`src/design/lapf_pkg.sv`:
```
`timescale 1ns / 1ps

package lapf_pkg;

	localparam int PIX_W        = 8;
	localparam int WIDTH_CFG_W  = 10;
	localparam int HEIGHT_CFG_W = 13;
	localparam int CFG_DATA_W   = 13;
	localparam int CFG_IDX_W    = 1;

	localparam logic [CFG_IDX_W-1:0] REG_FRAME_WIDTH  = 1'd0;
	localparam logic [CFG_IDX_W-1:0] REG_FRAME_HEIGHT = 1'd1;

	localparam int RESET_WIDTH  = 512;
	localparam int RESET_HEIGHT = 512;

	// Result queue depth; a power of two.
	localparam int OUT_FIFO_DEPTH = 8;

	typedef struct packed {
		logic [PIX_W-1:0] filtered;
		logic             end_of_row;
		logic             end_of_frame;
	} lapf_result_t;

	// Up to two results leave the window stage per beat.
	typedef struct packed {
		logic         push_a;
		logic         push_b;
		lapf_result_t res_a;
		lapf_result_t res_b;
	} lapf_push_t;

	// 4*center minus the four neighbors, clipped to 0..255.
	function automatic logic [PIX_W-1:0] lap_sat(
		input logic [PIX_W-1:0] top,
		input logic [PIX_W-1:0] left,
		input logic [PIX_W-1:0] center,
		input logic [PIX_W-1:0] right,
		input logic [PIX_W-1:0] low
	);
		logic [11:0] pos;
		logic [11:0] neg;
		logic [11:0] diff;
		logic [PIX_W-1:0] res;
		pos  = {2'b00, center, 2'b00};
		neg  = 12'(top) + 12'(left) + 12'(right) + 12'(low);
		diff = pos - neg;
		if (neg > pos) begin
			res = '0;
		end else if (diff > 12'd255) begin
			res = '1;
		end else begin
			res = diff[PIX_W-1:0];
		end
		return res;
	endfunction

endpackage

```
`src/design/lapf_out_fifo.sv`:
```
`timescale 1ns / 1ps

module lapf_out_fifo
	import lapf_pkg::*;
#(
	parameter int DEPTH = 8
) (
	input  logic         clk,
	input  logic         arst_n,
	input  lapf_push_t   push,
	input  logic         out_ready,
	output logic         out_valid,
	output lapf_result_t out_data,
	output logic         space_ok
);

	localparam int PTR_W = $clog2(DEPTH);
	localparam int CNT_W = $clog2(DEPTH + 1);

	lapf_result_t     mem [DEPTH];
	logic [PTR_W-1:0] wr_q;
	logic [PTR_W-1:0] rd_q;
	logic [CNT_W-1:0] count_q;
	logic [1:0]       n_push;
	logic             pop;
	lapf_result_t     first;

	assign n_push    = 2'(push.push_a) + 2'(push.push_b);
	assign first     = push.push_a ? push.res_a : push.res_b;
	assign out_valid = (count_q != '0);
	assign out_data  = mem[rd_q];
	assign pop       = out_valid && out_ready;

	// A new beat may produce two results; leave room for them on top of what
	// is already queued or still in the window stage.
	assign space_ok = (32'(count_q) + 32'(n_push)) <= 32'(DEPTH - 2);

	always_ff @(posedge clk) begin
		if (push.push_a || push.push_b) begin
			mem[wr_q] <= first;
		end
		if (push.push_a && push.push_b) begin
			mem[wr_q + PTR_W'(1)] <= push.res_b;
		end
	end

	always_ff @(posedge clk or negedge arst_n) begin
		if (!arst_n) begin
			wr_q    <= '0;
			rd_q    <= '0;
			count_q <= '0;
		end else begin
			wr_q    <= wr_q + PTR_W'(n_push);
			rd_q    <= rd_q + PTR_W'(pop);
			count_q <= count_q + CNT_W'(n_push) - CNT_W'(pop);
		end
	end

endmodule

```
`config.mk`:
```
export PLATFORM = sky130hd
export DESIGN_NAME = lapf_out_fifo
export DESIGN_NICKNAME = d
export VERILOG_FILES = /design/src/design/lapf_pkg.sv /design/src/design/lapf_out_fifo.sv
export SDC_FILE = /design/constraint.sdc
export NUM_CORES = 1
export LEC_CHECK = 0
export ABC_AREA = 1
export BUFFER_PORTS_ARGS = -buffer_cell sky130_fd_sc_hd__buf_2
export CORE_UTILIZATION = 30
export CTS_BUF_LIST = sky130_fd_sc_hd__clkbuf_4 sky130_fd_sc_hd__clkbuf_8
export CTS_CLUSTER_DIAMETER = 50
export DETAILED_ROUTE_END_ITERATION = 10
export GPL_TIMING_DRIVEN = 0
export SYNTH_ARGS = -nofsm -noshare
export SYNTH_HDL_FRONTEND = slang
export SYNTH_SLANG_ARGS = --single-unit
```
`constraint.sdc`:
```
create_clock -name clk -period 2.5 [get_ports clk]
set_clock_uncertainty 0.05 [all_clocks]
set_input_delay 0.125 -clock clk [delete_from_list [all_inputs] [get_ports clk]]
set_output_delay 0.125 -clock clk [all_outputs]
set_load 0.1 [all_outputs]
```
==> results.txt <==
Sequential-to-total area share from yosys stat: 45.70%
CTS tree: done
Worst Path Arrival: 2.28 ns
XOR/XNOR Fraction of Synth Area: 0.6036%
Top routing layer in use: met4
Placed Cells: 1052
Setup TNS: 0 ns
Maximum VDD drop: 0.8653 mV
Simple-gate area share of the yosys netlist: 36.45%
FF/Latch Area: 0.002653 mm²
#FFs+latches synth: 90
Fillers: 1984
Mapped Nets: 808
DRT Pass-1 Iters: 5
Slowest cell delay on critical path: 0.48 ns
DRT Wirelength: 16.84 mm
Vias in the first global route: 4820
H-tree level count: 3
Worst-Skew Late Latency: 0.38 ns
Antenna violations before repair: 0
Reg clk slew, reported paths: 0.09 ns
Tmin final: 2.333 ns
Fin nets: 846
Num Clock Sinks: 90
Die Y: 141.1 µm
Synth cell types: 24
Post-CTS Setup Inserts: 0
Mapped Avg Cell Area: 7.587 µm²
Vias after detailed routing: 5049
Antenna cell count: 0
Die Wd: 141.1 µm
Crit Path Max Fanout: 10
Worst-margin pin slew: 1.318 ns
WP data required: 2.45 ns
CP Capture Type: flop
Rel. slew slack: 11.21%
DR vias/cell: 4.728
Avg WL per Cell: 15.76 µm
Grt ovf: 0
Hold WS: 0.06994 ns
Multi-input gate area: 0.002462 mm²
CP max-delay cell: o21ai_1
Met2 WL: 6.862 mm
Status: finished, final reports clean
Initial drt markers: 471
HP Class: in2async
Post-synthesis adder-cell area fraction: 4.268%
First-pass GRT wire length: 26.78 mm
I/O Buffers: 26
Ports: 37
Setup violations, final: 0
Power density over cell area: 1360 mW/mm²
CP delay by family, top: buffers and inverters
Routability congestion estimate: 0.8281
Root buf cell: clkbuf_8
CTS Buffer Depth: 2
Row cnt: 50
Routed wl met3: 1.143 mm
Syn-to-layout area delta: 11.92%
Critical path launch point type: flop
Mapped cell area: 0.005804 mm²
MaxCap Viol Count: 0
Core Area: 0.01883 mm²
Fin. Hold Viols: 0
LEAKAGE: 0.003228 µW
Mux contribution to synthesized area: 0%
Synth Instances: 765
Post-route DRC: 0
RSZ-0062 raised after global routing: false
Worst path cell trace: ha_1 > buf_2 > inv_2 > nand3_2 > buf_4 > o21ai_1
Compound-Gate Fraction of Synth Area: 0.9916%
WS Path Type: reg2reg
Metal-1 WL: 7.953 mm
YS warnings: 0
Global Route Usage Sum: 17.98%
Fmax: 428.7 MHz
Die footprint: 0.01991 mm²
Fin cells: 1068
Final period util: 93.31%
Share of the core filled with cells: 34.50%
Num CTS Buffers: 9
Hpwl dp: 12.51 mm
Worst Path Buf+Inv: 3
Main combinational cell family by area after synthesis: simple AND/OR/NAND/NOR gates
Initial core utilization: 30.82%
Layout cell share with drive strength beyond 1: 12.25%
Routed Antenna Nets: 0
Largest net degree at the start of global routing: 15
Max Slew Vio Count: 0
flip-flops by register name, summed over array words and instances (netlist names):
signal and count:
mem 80, count_q 4, rd_q 3, wr_q 3
area by class of cell:
class / instances / area share (%)
flip-flops and latches: 90 / 40.83
well taps: 260 / 5.008
multi-input cells: 511 / 37.90
clock buffers: 11 / 2.234
clock inverters: 5 / 0.8282
repair buffers: 28 / 2.542
inverters: 105 / 6.067
plain buffers: 58 / 4.584
through the flow:
stage          power [µW]  setup slack (ns)  area (µm²)
5_1_grt              9460           0.01401        6496
4_1_cts              8796           0.02198        6476
3_5_place_dp         7779           -0.1569        6267
3_3_place_gp         7724          -0.07138        6262
2_1_floorplan        6510           0.08020        5807
6_report             8832            0.1673        6496
cell families (layout without fill, tap and decap cells):
| group | Yosys count | in the layout |
|---|---|---|
| xor+xnor | 4 | 4 |
| fa+ha+maj | 18 | 18 |
| simple gates | 478 | 478 |
| buf+inv | 164 | 207 |
| compound gates | 11 | 11 |
| flops | 90 | 90 |
final timing paths:
path                                           start                   end  slack [ns]  depth (start not counted)
min in group clk                            push[20]     wr_q[0]$_DFF_PN0_        0.21                          4
worst max-delay path               wr_q[0]$_DFF_PN0_   mem[0][1]$_DFFE_PP_        0.17                          6
worst min register to register  count_q[0]$_DFF_PN0_  count_q[0]$_DFF_PN0_        0.52                          1
max in group asynchronous                     arst_n  count_q[1]$_DFF_PN0_        2.13                          2
worst max register to register     wr_q[0]$_DFF_PN0_   mem[0][1]$_DFFE_PP_        0.17                          6
worst min-delay path                          arst_n     wr_q[0]$_DFF_PN0_        0.07                          2
layout by cell type (no fill, tap or decap), drive strengths merged:
cell,netlist,routed
a21oi,1,1
fa,3,3
nand4,80,80
dlygate4sd3,0,1
nand3,53,53
buf,40,60
nor2,4,4
or2,1,1
clkbuf,19,36
a21boi,1,1
xor2,3,3
o21ai,9,9
inv,104,104
nand2,340,340
edfxtp,80,80
ha,15,15
dfrtp,10,10
xnor2,1,1
clkinv,1,5
bufinv,0,1
layer usage:
| metal | GRT usage [%] | vias up |
|---|---|---|
| li1 | - | 2538 |
| met1 | 25.68 | 2263 |
| met2 | 25.14 | 209 |
| met3 | 2.819 | 39 |
| met4 | 11.38 | 0 |
| met5 | 0 | - |
repair_timing:
action	in CTS	in global routing
endpoints found under the hold margin	10	0
resized for setup	1	11
endpoints found under the setup margin	10	28
gates cloned	0	0
hold buffers	1	0
cells in the mapped netlist:
cell | count | area [µm²]
buf_2 | 25 | 125.1
nand4_1 | 80 | 500.5
ha_1 | 15 | 187.7
a21boi_0 | 1 | 7.510
nand3_1 | 45 | 225.2
nand3_2 | 8 | 80.08
fa_1 | 3 | 60.06
buf_1 | 2 | 7.510
xor2_1 | 3 | 26.28
xnor2_1 | 1 | 8.760
a21oi_1 | 1 | 5.000
edfxtp_1 | 80 | 2402
inv_1 | 100 | 375.4
nand2_2 | 2 | 12.51
clkinv_1 | 1 | 3.750
clkbuf_1 | 19 | 71.32
buf_4 | 13 | 97.59
or2_2 | 1 | 6.260
dfrtp_1 | 10 | 250.2
nor2_1 | 3 | 11.26
nor2_4 | 1 | 11.26
o21ai_0 | 9 | 45.04
nand2_1 | 338 | 1269
inv_2 | 4 | 15.01
where the power goes:
part | switching, µW | leakage, µW | internal, µW
Combinational | 4120 | 0.00227 | 1230
Clock | 517 | 0.000106 | 497
Sequential | 230 | 0.000855 | 2240
Total | 4870 | 0.00323 | 3960
worst reg2reg max path, cell delays in order (launching register included):
cell	delay [ns]
dfrtp_1	0.46
ha_1	0.31
buf_2	0.20
inv_2	0.16
nand3_2	0.10
buf_4	0.19
o21ai_1	0.48
Power figures use the tool's default switching activity.
